===== config.mk =====
export PLATFORM = sky130hd
export DESIGN_NAME = blade_synchronized_fire_timer_top_flat
export DESIGN_NICKNAME = d
export VERILOG_FILES = /design/src/rtl/bsft_pkg.sv /design/src/rtl/bsft_if.sv /design/src/rtl/blade_synchronized_fire_timer_top.sv /design/src/rtl/bsft_cfg.sv /design/src/rtl/bsft_core.sv /design/src/rtl/bsft_outbuf.sv /design/src/flat_wrapper.sv
export SDC_FILE = /design/constraint.sdc
export NUM_CORES = 1
export LEC_CHECK = 0
export ABC_AREA = 1
export BUFFER_PORTS_ARGS = -buffer_cell sky130_fd_sc_hd__buf_2
export CAP_MARGIN = 20
export CORE_ASPECT_RATIO = 1.75
export CORE_MARGIN = 2
export CORE_UTILIZATION = 62
export DETAILED_ROUTE_END_ITERATION = 6
export GPL_ROUTABILITY_DRIVEN = 0
export PLACE_DENSITY = 0.81
export SLEW_MARGIN = 10
export SYNTH_ARGS = -nofsm -noshare
export SYNTH_HDL_FRONTEND = slang
export SYNTH_SLANG_ARGS = --single-unit

===== constraint.sdc =====
create_clock -name clk -period 5.9 [get_ports clk]
set_input_delay 0.59 -clock clk [delete_from_list [all_inputs] [get_ports clk]]
set_output_delay 0.59 -clock clk [all_outputs]
set_load 0.01 [all_outputs]

===== src/rtl/bsft_pkg.sv =====
// Package: shared types and constants for the blade synchronized fire timer.
package bsft_pkg;

    localparam int CFG_INDEX_BITS = 3;
    localparam int CFG_DATA_BITS  = 16;

    localparam logic [CFG_INDEX_BITS-1:0] REG_SOLENOID_LAG = 3'd0;
    localparam logic [CFG_INDEX_BITS-1:0] REG_LED_PULSE    = 3'd1;
    localparam logic [CFG_INDEX_BITS-1:0] REG_AIM_MODE     = 3'd2;
    localparam logic [CFG_INDEX_BITS-1:0] REG_LOCKOUT      = 3'd3;
    localparam logic [CFG_INDEX_BITS-1:0] REG_RELEASE      = 3'd4;

    localparam logic [15:0] RST_SOLENOID_LAG = 16'd320;
    localparam logic [15:0] RST_LED_PULSE    = 16'd100;
    localparam logic        RST_AIM_MODE     = 1'b0;
    localparam logic [5:0]  RST_LOCKOUT      = 6'd25;
    localparam logic [5:0]  RST_RELEASE      = 6'd20;

    localparam logic [2:0] PHASE_IDLE      = 3'd0;
    localparam logic [2:0] PHASE_MEASURING = 3'd1;
    localparam logic [2:0] PHASE_ARMED     = 3'd2;
    localparam logic [2:0] PHASE_DELAY     = 3'd3;
    localparam logic [2:0] PHASE_PULSE     = 3'd4;

    typedef struct packed {
        logic [15:0] solenoid_lag_ticks;
        logic [15:0] led_pulse_ticks;
        logic        aim_mode;
        logic [5:0]  lockout_ticks;
        logic [5:0]  release_count;
    } cfg_t;

    typedef struct packed {
        logic slow_tick;
        logic fast_tick;
        logic sensor_edge;
        logic button_down;
    } in_beat_t;

    typedef struct packed {
        logic        solenoid_on;
        logic        led_on;
        logic        sensor_enabled;
        logic [2:0]  phase;
        logic        fired;
        logic        too_fast;
        logic [15:0] last_period;
    } out_beat_t;

endpackage


===== src/rtl/bsft_if.sv =====
// Interfaces: valid/ready channels for step beats and result beats.
interface bsft_in_if;
    logic                valid;
    logic                ready;
    bsft_pkg::in_beat_t  data;

    modport source (output valid, output data, input ready);
    modport sink   (input valid, input data, output ready);
endinterface

interface bsft_out_if;
    logic                valid;
    logic                ready;
    bsft_pkg::out_beat_t data;

    modport source (output valid, output data, input ready);
    modport sink   (input valid, input data, output ready);
endinterface


===== src/rtl/blade_synchronized_fire_timer_top.sv =====
// Top level of the blade synchronized fire timer.
// One step beat is taken per clock while step.ready is high; its result beat is
// registered into the result buffer. The step update is a single combinational
// pass over the timer state. A two-entry result buffer sits at the output, so
// step.ready drops only while two results wait on result.ready. Configuration
// writes take effect on the next cycle and belong to idle periods.
module blade_synchronized_fire_timer_top
#(
    parameter int COUNTER_BITS = 16
)
(
    input  logic                                clk,
    input  logic                                rst_n,
    input  logic                                cfg_we,
    input  logic [bsft_pkg::CFG_INDEX_BITS-1:0] cfg_index,
    input  logic [bsft_pkg::CFG_DATA_BITS-1:0]  cfg_wdata,
    bsft_in_if.sink                             step,
    bsft_out_if.source                          result
);

    bsft_pkg::cfg_t      cfg;
    bsft_pkg::out_beat_t step_result;
    logic                can_push;
    logic                accept;

    assign step.ready = can_push;
    assign accept     = step.valid && can_push;

    bsft_cfg u_cfg
    (
        .clk       (clk),
        .rst_n     (rst_n),
        .cfg_we    (cfg_we),
        .cfg_index (cfg_index),
        .cfg_wdata (cfg_wdata),
        .cfg       (cfg)
    );

    bsft_core #(.COUNTER_BITS(COUNTER_BITS)) u_core
    (
        .clk    (clk),
        .rst_n  (rst_n),
        .accept (accept),
        .beat   (step.data),
        .cfg    (cfg),
        .result (step_result)
    );

    bsft_outbuf u_outbuf
    (
        .clk       (clk),
        .rst_n     (rst_n),
        .push      (accept),
        .push_data (step_result),
        .can_push  (can_push),
        .result    (result)
    );

endmodule


===== src/rtl/bsft_cfg.sv =====
// Configuration register file with plain write port.
module bsft_cfg
(
    input  logic                                clk,
    input  logic                                rst_n,
    input  logic                                cfg_we,
    input  logic [bsft_pkg::CFG_INDEX_BITS-1:0] cfg_index,
    input  logic [bsft_pkg::CFG_DATA_BITS-1:0]  cfg_wdata,
    output bsft_pkg::cfg_t                      cfg
);

    bsft_pkg::cfg_t cfg_reg;
    bsft_pkg::cfg_t cfg_next;

    always_comb
    begin
        cfg_next = cfg_reg;
        if (cfg_we)
        begin
            unique case (cfg_index)
                bsft_pkg::REG_SOLENOID_LAG: cfg_next.solenoid_lag_ticks = cfg_wdata;
                bsft_pkg::REG_LED_PULSE:    cfg_next.led_pulse_ticks    = cfg_wdata;
                bsft_pkg::REG_AIM_MODE:     cfg_next.aim_mode           = cfg_wdata[0];
                bsft_pkg::REG_LOCKOUT:      cfg_next.lockout_ticks      = cfg_wdata[5:0];
                bsft_pkg::REG_RELEASE:      cfg_next.release_count      = cfg_wdata[5:0];
                default:                    cfg_next = cfg_reg;
            endcase
        end
    end

    always_ff @(posedge clk or negedge rst_n)
    begin
        if (!rst_n)
        begin
            cfg_reg.solenoid_lag_ticks <= bsft_pkg::RST_SOLENOID_LAG;
            cfg_reg.led_pulse_ticks    <= bsft_pkg::RST_LED_PULSE;
            cfg_reg.aim_mode           <= bsft_pkg::RST_AIM_MODE;
            cfg_reg.lockout_ticks      <= bsft_pkg::RST_LOCKOUT;
            cfg_reg.release_count      <= bsft_pkg::RST_RELEASE;
        end
        else
        begin
            cfg_reg <= cfg_next;
        end
    end

    assign cfg = cfg_reg;

endmodule


===== src/rtl/bsft_core.sv =====
// Timer state and one-step update: slow tick, then sensor edge, then fast tick.
module bsft_core
#(
    parameter int COUNTER_BITS = 16
)
(
    input  logic                clk,
    input  logic                rst_n,
    input  logic                accept,
    input  bsft_pkg::in_beat_t  beat,
    input  bsft_pkg::cfg_t      cfg,
    output bsft_pkg::out_beat_t result
);

    typedef enum logic [1:0] {
        FS_NONE  = 2'd0,
        FS_DELAY = 2'd1,
        FS_PULSE = 2'd2
    } fire_seq_t;

    localparam logic [32:0] CMAX = (33'd1 << COUNTER_BITS) - 33'd1;

    logic                    armed_mode_reg,      armed_mode_next;
    logic                    measure_step_reg,    measure_step_next;
    logic [5:0]              lockout_count_reg,   lockout_count_next;
    logic [COUNTER_BITS-1:0] tick_counter_reg,    tick_counter_next;
    logic                    counter_running_reg, counter_running_next;
    logic [COUNTER_BITS-1:0] compare_value_reg,   compare_value_next;
    fire_seq_t               fire_sequence_reg,   fire_sequence_next;
    logic                    sensor_armed_reg,    sensor_armed_next;
    logic [15:0]             period_store_reg,    period_store_next;
    logic                    led_level_reg,       led_level_next;
    logic                    solenoid_level_reg,  solenoid_level_next;
    logic                    clamp_flag_reg,      clamp_flag_next;

    logic        fired;
    logic [16:0] delay_full;
    logic [16:0] lag_ext;
    logic [32:0] delay_ext;
    logic [32:0] pulse_ext;

    always_comb
    begin
        armed_mode_next      = armed_mode_reg;
        measure_step_next    = measure_step_reg;
        lockout_count_next   = lockout_count_reg;
        tick_counter_next    = tick_counter_reg;
        counter_running_next = counter_running_reg;
        compare_value_next   = compare_value_reg;
        fire_sequence_next   = fire_sequence_reg;
        sensor_armed_next    = sensor_armed_reg;
        period_store_next    = period_store_reg;
        led_level_next       = led_level_reg;
        solenoid_level_next  = solenoid_level_reg;
        clamp_flag_next      = clamp_flag_reg;
        fired                = 1'b0;
        delay_full           = 17'd0;
        lag_ext              = {1'b0, cfg.solenoid_lag_ticks};
        delay_ext            = 33'd0;
        pulse_ext            = {17'd0, cfg.led_pulse_ticks};

        // slow service tick
        if (beat.slow_tick)
        begin
            if (lockout_count_next != 6'd0)
            begin
                lockout_count_next = lockout_count_next - 6'd1;
                if (!armed_mode_next && lockout_count_next == cfg.release_count)
                begin
                    solenoid_level_next = 1'b0;
                end
            end
            else if (beat.button_down)
            begin
                lockout_count_next = cfg.lockout_ticks;
                measure_step_next  = 1'b0;
                sensor_armed_next  = 1'b1;
            end
        end

        // blade edge
        if (beat.sensor_edge && sensor_armed_next)
        begin
            if (!armed_mode_next)
            begin
                if (!measure_step_next)
                begin
                    tick_counter_next    = '0;
                    counter_running_next = 1'b1;
                    measure_step_next    = 1'b1;
                end
                else
                begin
                    period_store_next    = (33'(tick_counter_next) > 33'h0FFFF) ?
                                           16'hFFFF : 16'(tick_counter_next);
                    armed_mode_next      = 1'b1;
                    counter_running_next = 1'b0;
                    tick_counter_next    = '0;
                    sensor_armed_next    = 1'b0;
                end
            end
            else
            begin
                delay_full = {period_store_next, 1'b0};
                if (!cfg.aim_mode)
                begin
                    delay_full = delay_full - {2'b00, period_store_next[15:1]};
                end
                sensor_armed_next = 1'b0;
                tick_counter_next = '0;
                if (delay_full < lag_ext)
                begin
                    delay_ext       = 33'd0;
                    clamp_flag_next = 1'b1;
                end
                else
                begin
                    delay_ext       = {16'd0, delay_full - lag_ext};
                    clamp_flag_next = 1'b0;
                end
                compare_value_next   = (delay_ext > CMAX) ? COUNTER_BITS'(CMAX) :
                                       COUNTER_BITS'(delay_ext);
                fire_sequence_next   = FS_DELAY;
                counter_running_next = 1'b1;
            end
        end

        // fast timer tick
        if (beat.fast_tick && counter_running_next)
        begin
            if (fire_sequence_next != FS_NONE && tick_counter_next == compare_value_next)
            begin
                led_level_next = ~led_level_next;
                if (fire_sequence_next == FS_DELAY)
                begin
                    solenoid_level_next = 1'b1;
                    tick_counter_next   = '0;
                    compare_value_next  = (pulse_ext > CMAX) ? COUNTER_BITS'(CMAX) :
                                          COUNTER_BITS'(pulse_ext);
                    fire_sequence_next  = FS_PULSE;
                    fired               = 1'b1;
                end
                else
                begin
                    counter_running_next = 1'b0;
                    fire_sequence_next   = FS_NONE;
                    armed_mode_next      = 1'b0;
                end
            end
            else
            begin
                tick_counter_next = tick_counter_next + COUNTER_BITS'(1);
            end
        end
    end

    always_comb
    begin
        result.solenoid_on    = solenoid_level_next;
        result.led_on         = led_level_next;
        result.sensor_enabled = sensor_armed_next;
        result.fired          = fired;
        result.too_fast       = clamp_flag_next;
        result.last_period    = period_store_next;
        if (fire_sequence_next == FS_DELAY)
            result.phase = bsft_pkg::PHASE_DELAY;
        else if (fire_sequence_next == FS_PULSE)
            result.phase = bsft_pkg::PHASE_PULSE;
        else if (armed_mode_next)
            result.phase = bsft_pkg::PHASE_ARMED;
        else if (counter_running_next)
            result.phase = bsft_pkg::PHASE_MEASURING;
        else
            result.phase = bsft_pkg::PHASE_IDLE;
    end

    always_ff @(posedge clk or negedge rst_n)
    begin
        if (!rst_n)
        begin
            armed_mode_reg      <= 1'b0;
            measure_step_reg    <= 1'b0;
            lockout_count_reg   <= 6'd0;
            tick_counter_reg    <= '0;
            counter_running_reg <= 1'b0;
            compare_value_reg   <= '0;
            fire_sequence_reg   <= FS_NONE;
            sensor_armed_reg    <= 1'b0;
            period_store_reg    <= 16'd0;
            led_level_reg       <= 1'b0;
            solenoid_level_reg  <= 1'b0;
            clamp_flag_reg      <= 1'b0;
        end
        else if (accept)
        begin
            armed_mode_reg      <= armed_mode_next;
            measure_step_reg    <= measure_step_next;
            lockout_count_reg   <= lockout_count_next;
            tick_counter_reg    <= tick_counter_next;
            counter_running_reg <= counter_running_next;
            compare_value_reg   <= compare_value_next;
            fire_sequence_reg   <= fire_sequence_next;
            sensor_armed_reg    <= sensor_armed_next;
            period_store_reg    <= period_store_next;
            led_level_reg       <= led_level_next;
            solenoid_level_reg  <= solenoid_level_next;
            clamp_flag_reg      <= clamp_flag_next;
        end
    end

endmodule


===== src/rtl/bsft_outbuf.sv =====
// Two-entry result buffer: output register plus skid register.
module bsft_outbuf
(
    input  logic                clk,
    input  logic                rst_n,
    input  logic                push,
    input  bsft_pkg::out_beat_t push_data,
    output logic                can_push,
    bsft_out_if.source          result
);

    logic                out_valid_reg,  out_valid_next;
    logic                skid_valid_reg, skid_valid_next;
    bsft_pkg::out_beat_t out_data_reg,   out_data_next;
    bsft_pkg::out_beat_t skid_data_reg,  skid_data_next;
    logic                pop;

    assign pop      = out_valid_reg && result.ready;
    assign can_push = !skid_valid_reg;

    always_comb
    begin
        out_valid_next  = out_valid_reg;
        skid_valid_next = skid_valid_reg;
        out_data_next   = out_data_reg;
        skid_data_next  = skid_data_reg;
        if (skid_valid_reg)
        begin
            if (pop)
            begin
                out_data_next   = skid_data_reg;
                skid_valid_next = 1'b0;
            end
        end
        else if (push)
        begin
            if (!out_valid_reg || pop)
            begin
                out_data_next  = push_data;
                out_valid_next = 1'b1;
            end
            else
            begin
                skid_data_next  = push_data;
                skid_valid_next = 1'b1;
            end
        end
        else if (pop)
        begin
            out_valid_next = 1'b0;
        end
    end

    always_ff @(posedge clk or negedge rst_n)
    begin
        if (!rst_n)
        begin
            out_valid_reg  <= 1'b0;
            skid_valid_reg <= 1'b0;
        end
        else
        begin
            out_valid_reg  <= out_valid_next;
            skid_valid_reg <= skid_valid_next;
        end
    end

    always_ff @(posedge clk)
    begin
        out_data_reg  <= out_data_next;
        skid_data_reg <= skid_data_next;
    end

    assign result.valid = out_valid_reg;
    assign result.data  = out_data_reg;

endmodule


===== src/flat_wrapper.sv =====
// flat-port wrapper written by rule: the top's interface ports become plain ports
module blade_synchronized_fire_timer_top_flat 
#(
    parameter int COUNTER_BITS = 16
)
  (clk, rst_n, cfg_we, cfg_index, cfg_wdata, step_valid, step_data, step_ready, result_valid, result_data, result_ready);
  bsft_in_if step_i ();
  bsft_out_if result_i ();
  input  logic clk;
  input  logic rst_n;
  input  logic cfg_we;
  input  logic [bsft_pkg::CFG_INDEX_BITS-1:0] cfg_index;
  input  logic [bsft_pkg::CFG_DATA_BITS-1:0] cfg_wdata;
  input wire logic [$bits(step_i.valid)-1:0] step_valid;
  input wire logic [$bits(step_i.data)-1:0] step_data;
  output wire logic [$bits(step_i.ready)-1:0] step_ready;
  output wire logic [$bits(result_i.valid)-1:0] result_valid;
  output wire logic [$bits(result_i.data)-1:0] result_data;
  input wire logic [$bits(result_i.ready)-1:0] result_ready;
  assign step_i.valid = step_valid;
  assign step_i.data = step_data;
  assign step_ready = step_i.ready;
  assign result_valid = result_i.valid;
  assign result_data = result_i.data;
  assign result_i.ready = result_ready;
  blade_synchronized_fire_timer_top #(.COUNTER_BITS(COUNTER_BITS)) u_core (.clk(clk), .rst_n(rst_n), .cfg_we(cfg_we), .cfg_index(cfg_index), .cfg_wdata(cfg_wdata), .step(step_i), .result(result_i));
endmodule

# == Word-level counts from Yosys, hierarchy flattened ==
# Cells that the tools add are included.
# word_totals
register_bits,158
in_bits,28
output_inout_bits,26
word_cells,157
# op_classes
addsub,4
order_cmp,2
n_eq_ne,11
mux,78
n_bitwise,3
n_reduce_logical,26
# ops
op,count
16-bit two-way mux,13
24-bit two-way mux,4
17-bit two-way mux,4
33-bit two-way mux,2
1-bit two-way mux,45
"33-bit by 16-bit greater-than comparator with 1-bit output, second input constant",1
17-bit by 16-bit < comparator with 1-bit output,1
17-bit by 15-bit subtractor with 17-bit output,1
17-bit by 16-bit subtractor with 17-bit output,1
"16-bit by 1-bit adder with 16-bit output, second input constant",1
16-bit equality test,1
2-bit two-way mux,6
6-bit two-way mux,2
3-bit AND reduction,4
2-bit AND reduction,5
2-bit nonzero test,5
"3-bit by 2-bit equality test with 1-bit output, second input constant",2
6-bit equality test,1
1-bit logical AND,6
3-bit two-way mux,2
6-bit nonzero test,1
"6-bit by 1-bit subtractor with 6-bit output, second input constant",1
"2-bit by 1-bit equality test with 1-bit output, second input constant",2
"2-bit by 1-bit inequality test with 1-bit output, second input constant",2
7 further kinds,11

# == Logic depth before layout (Yosys ltp) ==
# Gate-level depths: netlist (run 1).
# logic_depth
word_depth,24
ltp_mapped,39
depth_no_buf,39

# == Hierarchy ==
# A second synthesis (run 1) with hierarchy kept.
# unflattened
hier_cells,1441
area_unflattened_um2,10248.6
# by_module_without_submodules
module,instances,cells_each,area_each_um2,seq_area_each_um2
bsft_core,1,1089,6493.7,1576.5
bsft_outbuf,1,143,1899.3,1491.4
bsft_cfg,1,207,1848.0,1138.6
blade_synchronized_fire_timer_top,1,2,7.5,0.0

# == Least setup slack after synthesis (run 1) ==
# Ideal clock, no wire load.
# synth_path
path_kind,flip-flop to flip-flop
startpoint,register u_core.u_core.period_store_reg[3]
endpoint,register u_core.u_outbuf.out_data_reg (netlist bit u_core.u_outbuf.result.data[18]) (data pin)
setup_time_ns,0.253
arrival_ns,4.454
required_time_ns,5.647
path_slack_ns,1.193
stages_incl_launch_ff,35
path_buffers,1
synth_period_minus_slack_ns,4.707
path_cell_list,dfrtp_1 inv_1 ha_1 a21o_1 a31oi_1 o21ai_0 a31oi_1 o21ai_0 a21oi_1 o21bai_1 nand2_1 nand2_1 a21oi_1 xor2_1 o21ai_0 ha_1 inv_1 o21bai_1 a21oi_1 nand2_1 a21oi_1 nand3_1 nand3_4 buf_8 nand3_2 nand3_1 nand2_1 nor2_1 nand2_1 nor2_4 nand4_1 nand3_1 nand2_1 nand3_1 nand2_1
# synth_rtl
element,line,rtl
start: declaration,bsft_core.sv:31,"logic [15:0] period_store_reg, period_store_next;"
start signal: assignment,bsft_core.sv:204,period_store_reg <= period_store_next;
end signal: assignment,bsft_outbuf.sv:70,out_data_reg <= out_data_next;
end: declaration,bsft_outbuf.sv:14,"bsft_pkg::out_beat_t out_data_reg, out_data_next;"

==> results list, run 1 <==
* Outcome: finished with violations
- The checks that failed: design-rule violations.
- Cells with a size suffix above 1 make up approximately an eighth of the layout.
- Final min period: 5.57 ns
- Detail Route Antenna Nets: 0
- Yosys reg bits: 158
- The floorplan step defined a die boundary enclosing 0.0171 sq mm.
- The largest single stage delay on the critical path is 0.38 ns.
- Fill cell count: 1280
- Commonest non-fill, non-tap cells in the layout: 420 x sky130_fd_sc_hd__nand2_1, 178 x sky130_fd_sc_hd__inv_1, 135 x sky130_fd_sc_hd__o21ai_0
- Data arrives at the worst endpoint at approximately 5.8 ns.
- Die Y-Extent: 171 um
- Each instance of the synthesized netlist takes up on average 7.39 sq um.
- Counting every sink on the clock net gives 158.
- The initial antenna violation count came to 0.
- The clock passes through at most 2 buffers.
- The cell that appears most often on the critical path is sky130_fd_sc_hd__nand2_1.
* Sum Neg Setup Slack: 0 ns
* Top-Level Pins: 54
* Portion of the clock cycle consumed by the worst path in the final layout: a little over nine tenths
- Drt pass-1 iters: 7
- The register with the most flip-flops in the layout has 45 of them.
- For the pin with the worst max-slew slack, the measured transition is 1.08 ns.
* Leading cell type in the layout, fill and taps excluded: sky130_fd_sc_hd__nand2_1
- The first global-routing pass estimated 41.8 mm of wire.
- Warning count from the yosys run: 0
- Number of standard cells after synthesis: 1345
* Critical Path Source Type: register
- Entering global routing, the biggest net connects 74 pins.
- Share of flip-flops with an asynchronous set or reset after synthesis: 69.6%
- Relative slew slack: 27.9%
- Clock tree root driver cell: sky130_fd_sc_hd__clkbuf_16
- Summing every instance area after synthesis gives a little under 0.01 sq mm.
* Number of violations reported at the end of detailed-routing iteration 0: 670
- Number of cell rows: 61
- Setup violations remaining at the end of the flow were counted as 0.
- Clock skew on the completed layout was measured at 0.0139 ns.
- Sort of element at the end of the critical path: register
* Via count of the routed design: 9164
- After detailed routing, the number of vias per cell comes to 5.75.
- The die is 99.7 um wide.
* Relative area change from synthesis to final layout: 11.1%
* Avg WL per Cell: 16.6 um
- Unique masters post-synth: 46
* Clock transition at path regs: 0.07 ns
- Summed over all layers, the global routing overflow is 0.
- Category of the critical setup timing path: reg -> reg
- CTS H-tree depth: 4
- The final layout contains routed wiring with a total length of 26.5 mm.
* Part of the Yosys area used for sequential elements: 42.3%
* Clock latency reported for the late side of the worst-skew pair: 0.43 ns
* TritonCTS Buffers: 17
- Synthesis produced a netlist with a net count of 1408.
- The number of antenna diodes in the final layout is 0.
- Most instantiated flip-flop cell in the synthesis netlist: sky130_fd_sc_hd__dfrtp_1
- CP top delay family: simple AND/OR/NAND/NOR gates
- For this run, design rule violations remaining after detail routing come to 2.
* Floorplan Core Area: 0.0158 sq mm
- For this run, the top clock speed supported by timing is 180 MHz.
- During placement, the flow inserted port buffers numbering 53.
- Across the run, the number of max-cap violations was 0.
- Max FO, Critical Path: 7
* Number of buffer and inverter stages on the critical path: 3
- Global routing used 31.3% of the available tracks across all layers.
- For this configuration, the core starts out at a cell density of 62.9%.
* Worst endpoint required time: just over 6 ns
- Detailed placement finished with a half-perimeter wire length of 19.1 mm.
- Net count reported at finish: between 1000 and 1500
* Number of synthesized flops with an enable pin: 48
- Worst reg-to-reg setup slack: 0.33 ns
* Number of endpoints with negative hold slack in the final report: 0
* Class of the worst hold path: in -> async
- CTS tree: done
- Slowest stage cell on the critical path: sky130_fd_sc_hd__dfrtp_1
- The final max-slew violation count came to 0.
- The number of global-route vias before repair is 8739.
-- stage by stage --
stage / util (%) / cells / setup WS, ns / hold WS [ns] / instance area (sq um)
5_1_grt: 69.8 / 1593 / -0.0597 / 0.158 / 11000
2_1_floorplan: - / 1345 / 1.19 / 0.294 / 9930
3_3_place_gp: 65.0 / 1548 / 0.383 / 0.461 / 10300
6_report: 69.8 / 1593 / 0.329 / 0.119 / 11000
4_1_cts: 68.9 / 1580 / 0.222 / 0.139 / 10900
3_5_place_dp: 65.0 / 1548 / 0.230 / 0.468 / 10300
-- path summary, 6_finish.rpt --
kind | startpoint | to | cells past startpoint
max | u_core.u_core.period_store_reg[3]$_DFFE_PN0P_ | u_core.u_outbuf.result.data[18]$_DFFE_PP_ | 34
min | rst_n | u_core.u_core.sensor_armed_reg$_DFFE_PN0P_ | 1
max in group asynchronous | rst_n | u_core.u_cfg.cfg[38]$_DFFE_PN0P_ | 2
max reg2reg | u_core.u_core.period_store_reg[3]$_DFFE_PN0P_ | u_core.u_outbuf.result.data[18]$_DFFE_PP_ | 34
min reg2reg | u_core.u_core.compare_value_reg[6]$_DFFE_PN0P_ | u_core.u_core.compare_value_reg[6]$_DFFE_PN0P_ | 2
min in group clk | cfg_wdata[8] | u_core.u_cfg.cfg[37]$_DFFE_PN1P_ | 3
-- area by class of cell --
class | instances | area, sq um | share of cell area [%]
clock buffer | 18 | 439 | 3.98
multi-input combinational | 951 | 4840 | 43.9
timing repair buffer | 73 | 415 | 3.77
inverter | 190 | 716 | 6.49
sequential | 158 | 4210 | 38.1
clock inverter | 14 | 178 | 1.61
tap | 189 | 236 | 2.14
-- metal layers --
metal  GRT usage (%)  up-vias  part of all wire, %
met2            54.6      422                   49
li1                -     4444                    -
met4            22.5        0                  8.1
met3            4.67      136                  5.7
met1            34.3     4162                   37
met5               0        -                    0
-- synth_stat cells (4+ instances only) --
cell type	count	area (sq um)
sky130_fd_sc_hd__a21oi_1	38	190
sky130_fd_sc_hd__dfrtp_1	100	2500
sky130_fd_sc_hd__or2_2	10	62.6
sky130_fd_sc_hd__a31oi_1	7	43.8
sky130_fd_sc_hd__xor2_1	23	201
sky130_fd_sc_hd__edfxtp_1	48	1440
sky130_fd_sc_hd__o21ai_0	137	686
sky130_fd_sc_hd__nor3_1	7	35.0
sky130_fd_sc_hd__buf_2	12	60.1
sky130_fd_sc_hd__ha_1	33	413
sky130_fd_sc_hd__xnor2_1	6	52.6
sky130_fd_sc_hd__nor2_1	81	304
sky130_fd_sc_hd__nor2_4	4	45.0
sky130_fd_sc_hd__nor2_2	4	25.0
sky130_fd_sc_hd__dfstp_2	10	263
sky130_fd_sc_hd__nand3_2	12	120
sky130_fd_sc_hd__nor4_1	4	25.0
sky130_fd_sc_hd__nand2_1	422	1580
sky130_fd_sc_hd__nand4_1	9	56.3
sky130_fd_sc_hd__o22ai_1	5	31.3
sky130_fd_sc_hd__o211ai_1	7	52.6
sky130_fd_sc_hd__inv_2	12	45.0
sky130_fd_sc_hd__inv_1	178	668
sky130_fd_sc_hd__nand3_1	84	420
sky130_fd_sc_hd__o21ai_1	25	125
sky130_fd_sc_hd__o21bai_1	6	45.0
sky130_fd_sc_hd__clkbuf_1	29	109
sky130_fd_sc_hd__buf_6	4	45.0
-- cell families after synthesis --
family          Yosys count  synth area share [%]
fa+ha+maj                35                  4.56
simple gates            652                  28.4
xor+xnor                 29                  2.56
buf+inv                 237                  9.52
flops                   158                  42.3
compound gates          234                  12.6
-- timing repair --
item,CTS,global route
hold buffers,0,0
hold endpoints to repair,0,0
buffers inserted,0,12
setup endpoints to repair,0,49
gates resized for setup,0,10
Power of run 1 is left out: the tool's default activity adds up to more than one toggle a clock period on the data nets, which glitch-free logic cannot reach.
==> inputs of run 2 (changes only) <==
--- a/config.mk
+++ b/config.mk
@@ -6,7 +6,7 @@
 export NUM_CORES = 1
 export LEC_CHECK = 0
 export ABC_AREA = 1
-export BUFFER_PORTS_ARGS = -buffer_cell sky130_fd_sc_hd__buf_2
+export BUFFER_PORTS_ARGS = -buffer_cell sky130_fd_sc_hd__buf_4
 export CAP_MARGIN = 20
 export CORE_ASPECT_RATIO = 1.75
 export CORE_MARGIN = 2
==> run 2 against run 1 <==
- the flow now finishes without violations
- first-iteration DRC count is 0.90% lower
- via count is 1.0% lower
- clock skew shrank 0.0020 ns
- routed wire length shrank 1.4%
- worst hold slack better by 0.019 ns
- global-route usage decreased by 0.085 points
- final cell count shrank 0.31%
- worst setup slack improved by 0.11 ns
- clock-buffer cell count unchanged
- flip-flop and latch count unchanged
- largest cell class unchanged
==> results list, run 2 (synthesized netlist as in run 1, its figures left out) <==
- Routed Wire Length: 26.1 mm (-1.4%)
- Fill cell count: 1275 (-0.39%)
- Counting stages on the worst path, the most repeated cell is sky130_fd_sc_hd__nand2_1.
- Longest individual stage delay on the worst path: 0.40 ns (+0.02 ns)
- Count of antenna diodes in the layout: 0 (unchanged)
- The number of buffers created by CTS was 17 (unchanged).
- Commonest non-fill, non-tap cells in the layout: 420 x sky130_fd_sc_hd__nand2_1, 178 x sky130_fd_sc_hd__inv_1, 135 x sky130_fd_sc_hd__o21ai_0
* Overall Global Routing Usage: 31.2% (-0.085 points)
- Critical Path Source Type: register
- The time the worst path needs with I/O delays and setup is 5.46 ns (-0.108 ns).
- Number of endpoints with negative hold slack in the final report: 0 (unchanged)
- Max FO, Critical Path: 7 (unchanged)
- Number of endpoints failing setup at the final stage: 0 (unchanged)
- The path depth of the worst reg2reg path was 33 (-2.9%).
* Layout cell share with drive strength beyond 1: 12.4% (-0.098 points)
- Setup repair after global routing left no endpoint under its margin.
- The multi-input logic area was 0.00487 sq mm (+0.67%).
- Net count reported at finish: 1449 (-0.34%)
* Overflow left after global routing: 0 (unchanged)
- In this run the critical register-to-register path is captured at u_core.u_outbuf.result.data[18]$_DFFE_PP_.
- The clock-pin slew on the worst setup and hold paths is 0.07 ns (about the same).
- The initial antenna violation count came to 0 (unchanged).
- The worst relative slew slack was 36.4% (+8.5 points).
- The overall die height is 171 um (unchanged).
* Total of buffers placed on input and output ports: 53 (unchanged)
- The transition at the pin with the smallest max-transition slack is 0.942 ns (-0.138 ns).
* Maximum root-to-sink buffer count: 2 (unchanged)
- Arrival time worst endpoint: 5.65 ns (-0.11 ns)
- The total number of vias is 9070 (-1.0%).
- Total instance count after detailed placement: 1547 (-0.065%)
* Hold_ws: 0.138 ns (+0.0192 ns)
* Sink count of the clock tree: 158 (unchanged)
- First-pass GRT wire length: 41.4 mm (-0.92%)
- Relative area change from synthesis to final layout: 11.9%
- The maximum clock skew at final layout is 0.0119 ns (-0.00203 ns).
- The run finished with clean final reports.
- The insertion delay to the later sink of the worst-skew pair came to 0.44 ns (about the same).
- The number of H-tree levels was 4 (unchanged).
- Fmax achieved: 183 MHz (+2.0%)
- Reg2Reg Launch Point: u_core.u_core.period_store_reg[3]$_DFFE_PN0P_
* Chip width: 99.7 um (unchanged)
* Via-to-Cell Ratio: 5.71 (-0.71%)
- Worst endpoint required time: 6.09 ns (about the same)
- The slack of the worst reg-to-reg path was 0.44 ns (+0.11 ns).
- Drt pass-1 iters: 5 (-2)
* Number of flip-flops in the largest register: 45 (unchanged)
- The root buffer cell chosen for the clock tree is sky130_fd_sc_hd__clkbuf_16.
* Pin count of the biggest net entering global routing: 72 (-2.7%)
- TritonCTS built the clock tree.
- The post-route fraction of the period consumed by the critical path was 92.6% (-1.8 points).
- Via count of the first global-routing pass: 8457 (-3.2%)
- The register cell area after layout is 0.00421 sq mm (unchanged).
- The initial core utilization is 62.9% (unchanged).
- The final max-slew violation count is 0 (unchanged).
- The min-delay analysis places its worst path in the category in -> async.
* Sum Neg Setup Slack: 0 ns (unchanged)
* Die footprint: 0.0171 sq mm (unchanged)
- Detail Route Antenna Nets: 0 (unchanged)
- Number of remaining DRC errors: 0 (-2)
- STA classifies the critical path endpoint as a register.
* Number of standard cells in the layout, taps in and fillers out: 1588 (-0.31%)
- The number of DRC markers in iteration 0 came to 664 (-0.90%).
- HPWL after detailed placement: 19.1 mm (-0.41%)
- Floorplan Core Area: 0.0158 sq mm (unchanged)
* Leading cell type in the layout, fill and taps excluded: sky130_fd_sc_hd__nand2_1
- The average detailed-routed wire length per instance is 16.5 um (-1.1%).
- Top-Level Pins: 54 (unchanged)
* Max capacitance violation total: 0 (unchanged)
- The critical path is of the reg -> reg type.
* CTS Hold Bufs: 0 (unchanged)
* Number of cell rows: 61 (unchanged)
- Slowest stage cell on the critical path: sky130_fd_sc_hd__dfrtp_1
==> run 2: cell types whose count changed in the layout (fill, tap and decap cells not counted), moves of 2 or more <==
cell and change:
sky130_fd_sc_hd__buf_2 -52, sky130_fd_sc_hd__buf_4 +45, sky130_fd_sc_hd__clkinvlp_4 +2, sky130_fd_sc_hd__nand3_1 -3, sky130_fd_sc_hd__nand3_2 +4
==> run 2: repair_timing <==
| item | in CTS | in global routing |
|---|---|---|
| endpoints found under the setup margin | 0 | 50 |
| resized for setup | 0 | 13 |
| setup buffers | 0 | 5 |
==> run 2: worst max path at each step <==
stage | from | to | slack [ns] | cells past startpoint
after floorplan | u_core.u_core.period_store_reg[3]$_DFFE_PN0P_ | u_core.u_outbuf.result.data[18]$_DFFE_PP_ | 1.19 | 34
after global placement | u_core.u_core.period_store_reg[3]$_DFFE_PN0P_ | u_core.u_outbuf.result.data[20]$_DFFE_PP_ | 0.36 | 34
after detailed placement | u_core.u_core.period_store_reg[3]$_DFFE_PN0P_ | u_core.u_outbuf.result.data[20]$_DFFE_PP_ | 0.20 | 34
after CTS | u_core.u_core.period_store_reg[3]$_DFFE_PN0P_ | u_core.u_outbuf.result.data[20]$_DFFE_PP_ | 0.17 | 34
after global routing | u_core.u_core.period_store_reg[3]$_DFFE_PN0P_ | u_core.u_outbuf.result.data[18]$_DFFE_PP_ | 0.02 | 35
final | u_core.u_core.period_store_reg[3]$_DFFE_PN0P_ | u_core.u_outbuf.result.data[18]$_DFFE_PP_ | 0.44 | 33
==> run 2: per-layer routing <==
layer	GRT usage [%]	share of wire, %	up-vias
li1	-	-	4415
met1	34.3	37	4138
met2	54.3	50	390
met4	22.4	8.1	0
met3	4.75	5.1	127
met5	0	0	-
==> run 2: cell type report <==
cell class | instances | share of cell area (%)
Clock buffer | 18 | 3.86
Clock inverter | 14 | 1.43
Inverter | 190 | 6.44
Multi-Input combinational cell | 953 | 43.8
Sequential cell | 158 | 37.8
Tap cell | 189 | 2.13
Timing Repair Buffer | 66 | 4.49
==> run 2: critical path, delay by kind of cell (launching register included) <==
kind                       cells  cell delay [ns]
AOI/OAI and AO/OA             12             1.81
xor gates and xnor gates       1             0.15
adders and majority gates      2             0.72
buffers and inverters          2             0.17
DFF                            1             0.40
and+or+nand+nor               16             1.98
==> run 2: metrics by stage <==
step | setup slack (ns) | util, % | instance area [sq um]
floorplan | 1.19 | - | 9930
detailed placement | 0.198 | 65.8 | 10400
finish | 0.438 | 70.4 | 11100
CTS | 0.167 | 69.5 | 11000
global placement | 0.356 | 65.8 | 10400
global route | 0.0170 | 70.4 | 11100
Power of run 2 is left out for the same reason.
==> inputs of run 3 (changes only) <==
--- a/config.mk
+++ b/config.mk
@@ -6,13 +6,14 @@
 export NUM_CORES = 1
 export LEC_CHECK = 0
 export ABC_AREA = 1
-export BUFFER_PORTS_ARGS = -buffer_cell sky130_fd_sc_hd__buf_4
 export CAP_MARGIN = 20
 export CORE_ASPECT_RATIO = 1.75
 export CORE_MARGIN = 2
-export CORE_UTILIZATION = 62
+export CORE_UTILIZATION = 65
 export DETAILED_ROUTE_END_ITERATION = 6
+export DONT_BUFFER_PORTS = 1
 export GPL_ROUTABILITY_DRIVEN = 0
+export HOLD_SLACK_MARGIN = 0.12
 export PLACE_DENSITY = 0.81
 export SLEW_MARGIN = 10
 export SYNTH_ARGS = -nofsm -noshare
==> constraint.sdc (replaced) <==
create_clock -name clk -period 5.9 [get_ports clk]
set_input_delay 0.59 -clock clk [delete_from_list [all_inputs] [get_ports clk]]
set_output_delay 0.59 -clock clk [all_outputs]
set_load 0.02 [all_outputs]
==> run 3 against run 2 <==
- worst hold slack gained 0.15 ns
- non-clock buffer count shrank 43
- flip-flop and latch count is the same
==> results list, run 3 (synthesized netlist as in run 1, its figures left out) <==
* Relative area change from synthesis to final layout: 8.89%
* Number of antenna violations at the first check in global routing: 0 (unchanged)
* Worst endpoint required time: 6.09 ns (about the same)
- Drt pass-1 iters: 7 (+2)
- Along the worst hold path, the cell count comes to 2.
- Portion of the clock cycle consumed by the worst path in the final layout: 95.3% (+2.7 points)
- In this run the critical register-to-register path is captured at u_core.u_outbuf.result.data[18]$_DFFE_PP_.
- The transition at the pin with the smallest max-transition slack came to 1.03 ns (+0.0854 ns).
- Top-Level Pins: 54 (unchanged)
* Final min period: 5.62 ns (+0.161 ns)
- Class of the worst hold path: in -> reg
- Clock tree root driver cell: sky130_fd_sc_hd__clkbuf_16
* Most frequent cell on the critical path: sky130_fd_sc_hd__nand2_1
* Via-to-Cell Ratio: 5.82 (+1.8%)
- The maximum clock rate is 178 MHz (-2.9%).
- Number of remaining DRC errors: 0 (unchanged)
- The placeable core region came to 0.0149 sq mm (-5.6%).
- Relative slew slack: 30.6% (-5.8 points)
* Non-Filler Cell Area, Final: 0.0108 sq mm (-2.7%)
* Slowest stage cell on the critical path: sky130_fd_sc_hd__dfrtp_1
- The total number of vias came to 8946 (-1.4%).
- The overall die height is 168 um (-2.3%).
* Maximum root-to-sink buffer count: 2 (unchanged)
- The number of instances in the placed design is 1487 (-3.9%).
* Reg2Reg Launch Point: u_core.u_core.period_store_reg[3]$_DFFE_PN0P_
- The number of H-tree levels is 4 (unchanged).
* Number of standard cells in the layout, taps in and fillers out: 1538 (-3.1%)
- Layout cell share with drive strength beyond 1: 9.37% (-3.0 points)
* Via count of the first global-routing pass: 8587 (+1.5%)
* Worst Clk Skew: 0.00991 ns (-0.00199 ns)
* Detail Route Antenna Nets: 0 (unchanged)
- Final Slew Violations: 0 (unchanged)
* Number of endpoints with negative hold slack in the final report: 0 (unchanged)
* First-pass GRT wire length: 42.2 mm (+1.9%)
- The sum of routed wire length over all layers came to 26.5 mm (+1.3%).
- Longest individual stage delay on the worst path: 0.39 ns (about the same)
* Leading cell type in the layout, fill and taps excluded: sky130_fd_sc_hd__nand2_1
* Max FO, Critical Path: 6 (-1)
- The chip width was 97.5 um (-2.2%).
- Number of flip-flops in the largest register: 45 (unchanged)
- The clock-pin slew on the worst setup and hold paths is 0.07 ns (about the same).
* Sink count of the clock tree: 158 (unchanged)
- Category of the critical setup timing path: reg -> reg
- Overall Global Routing Usage: 32.6% (+1.4 points)
* CTS tree: done
* Net count reported at finish: 1405 (-3.0%)
- Worst reg-to-reg setup slack: 0.28 ns (-0.16 ns)
- Max capacitance violation total: 0 (unchanged)
- Sort of element at the end of the critical path: register
* Total of buffers placed on input and output ports: 0 (-100%)
* Length in cells of the worst reg-to-reg path: 35 (+6.1%)
- The setup total negative slack is 0 ns (unchanged).
- The worst endpoint data arrival time was 5.82 ns (+0.17 ns).
- Commonest non-fill, non-tap cells in the layout: 420 x sky130_fd_sc_hd__nand2_1, 178 x sky130_fd_sc_hd__inv_1, 135 x sky130_fd_sc_hd__o21ai_0
- Initial Util: 66.6% (+3.7 points)
* Number of cell rows: 59 (-3.3%)
* Outcome: finished clean
- Pin count of the biggest net entering global routing: 111 (+54%)
- The total setup violations reported at the end of the flow was 0 (unchanged).
- The number of DRC markers in iteration 0 was 660 (-0.60%).
- Hold_sp: cfg_wdata[6]
- Critical Path Source Type: register
* Die footprint: 0.0163 sq mm (-4.5%)
* TritonCTS Buffers: 17 (unchanged)
* HPWL after detailed placement: 18.9 mm (-1.0%)
- Overflow left after global routing: 0 (unchanged)
- Clock latency reported for the late side of the worst-skew pair: 0.44 ns (about the same)
* Total placed instance area: 0.00998 sq mm (-4.0%)
- The average detailed-routed wire length per instance came to 17.2 um (+4.6%).
* Post-route core utilization: 72.5% (+2.2 points)
- Count of antenna diodes in the layout: 0 (unchanged)
* Worst hold path endpoint: u_core.u_cfg.cfg[35]$_DFFE_PN1P_
==> run 3: cell count changes in the layout (fill, tap and decap cells not counted), moves of 2 or more <==
cell                      change
sky130_fd_sc_hd__nand3_1      +2
sky130_fd_sc_hd__inv_8        +5
sky130_fd_sc_hd__nand3_2      -2
sky130_fd_sc_hd__buf_4       -46
sky130_fd_sc_hd__inv_6        -2
sky130_fd_sc_hd__nand2_4      -2
==> run 3: worst max-delay path by stage <==
stage                                             startpoint                                        end  cells after the start
3_5_place_dp   u_core.u_core.period_store_reg[3]$_DFFE_PN0P_  u_core.u_outbuf.result.data[18]$_DFFE_PP_                     36
4_1_cts        u_core.u_core.period_store_reg[3]$_DFFE_PN0P_  u_core.u_outbuf.result.data[18]$_DFFE_PP_                     36
2_1_floorplan  u_core.u_core.period_store_reg[3]$_DFFE_PN0P_  u_core.u_outbuf.result.data[18]$_DFFE_PP_                     34
3_3_place_gp   u_core.u_core.period_store_reg[3]$_DFFE_PN0P_  u_core.u_outbuf.result.data[18]$_DFFE_PP_                     36
5_1_grt        u_core.u_core.period_store_reg[3]$_DFFE_PN0P_  u_core.u_outbuf.result.data[18]$_DFFE_PP_                     37
6_report       u_core.u_core.period_store_reg[3]$_DFFE_PN0P_  u_core.u_outbuf.result.data[18]$_DFFE_PP_                     35
==> run 3: critical path: cells and delay by family, from the launching register on <==
family                   cells  cell delay (ns)
AND/OR/NAND/NOR             15             1.62
AO/OA/AOI/OAI               13             1.96
flip-flops                   1             0.39
buffers and inverters        4             0.50
adder cells (fa/ha/maj)      2             0.72
XOR/XNOR                     1             0.15
==> run 3: cell type report <==
cell class                      instances  area (sq um)
Multi-Input combinational cell        952          4860
Sequential cell                       158          4210
Fill cell                            1153          4100
Inverter                              190           713
Clock buffer                           17           425
Tap cell                              183           229
Timing Repair Buffer                   23           211
Clock inverter                         15           173
==> run 3: per-stage QoR <==
stage	hold WS [ns]	setup slack (ns)
after floorplan	0.294	1.19
after global placement	0.298	0.387
after detailed placement	0.298	0.178
after CTS	0.127	0.149
after global routing	0.316	-0.0560
final	0.292	0.276
==> run 3: timing repair <==
item | CTS | global route
buffers inserted | 0 | 14
hold buffers | 1 | 1
endpoints found under the setup margin | 0 | 50
resized for setup | 0 | 10
hold endpoints to repair | 110 | 1
==> run 3: metal layers <==
layer	wire [um]	GRT usage, %
met2	13100	55.8
met4	2310	24.5
met5	0	0
met1	9620	36.0
met3	1410	5.30
Power of run 3 is left out for the same reason.
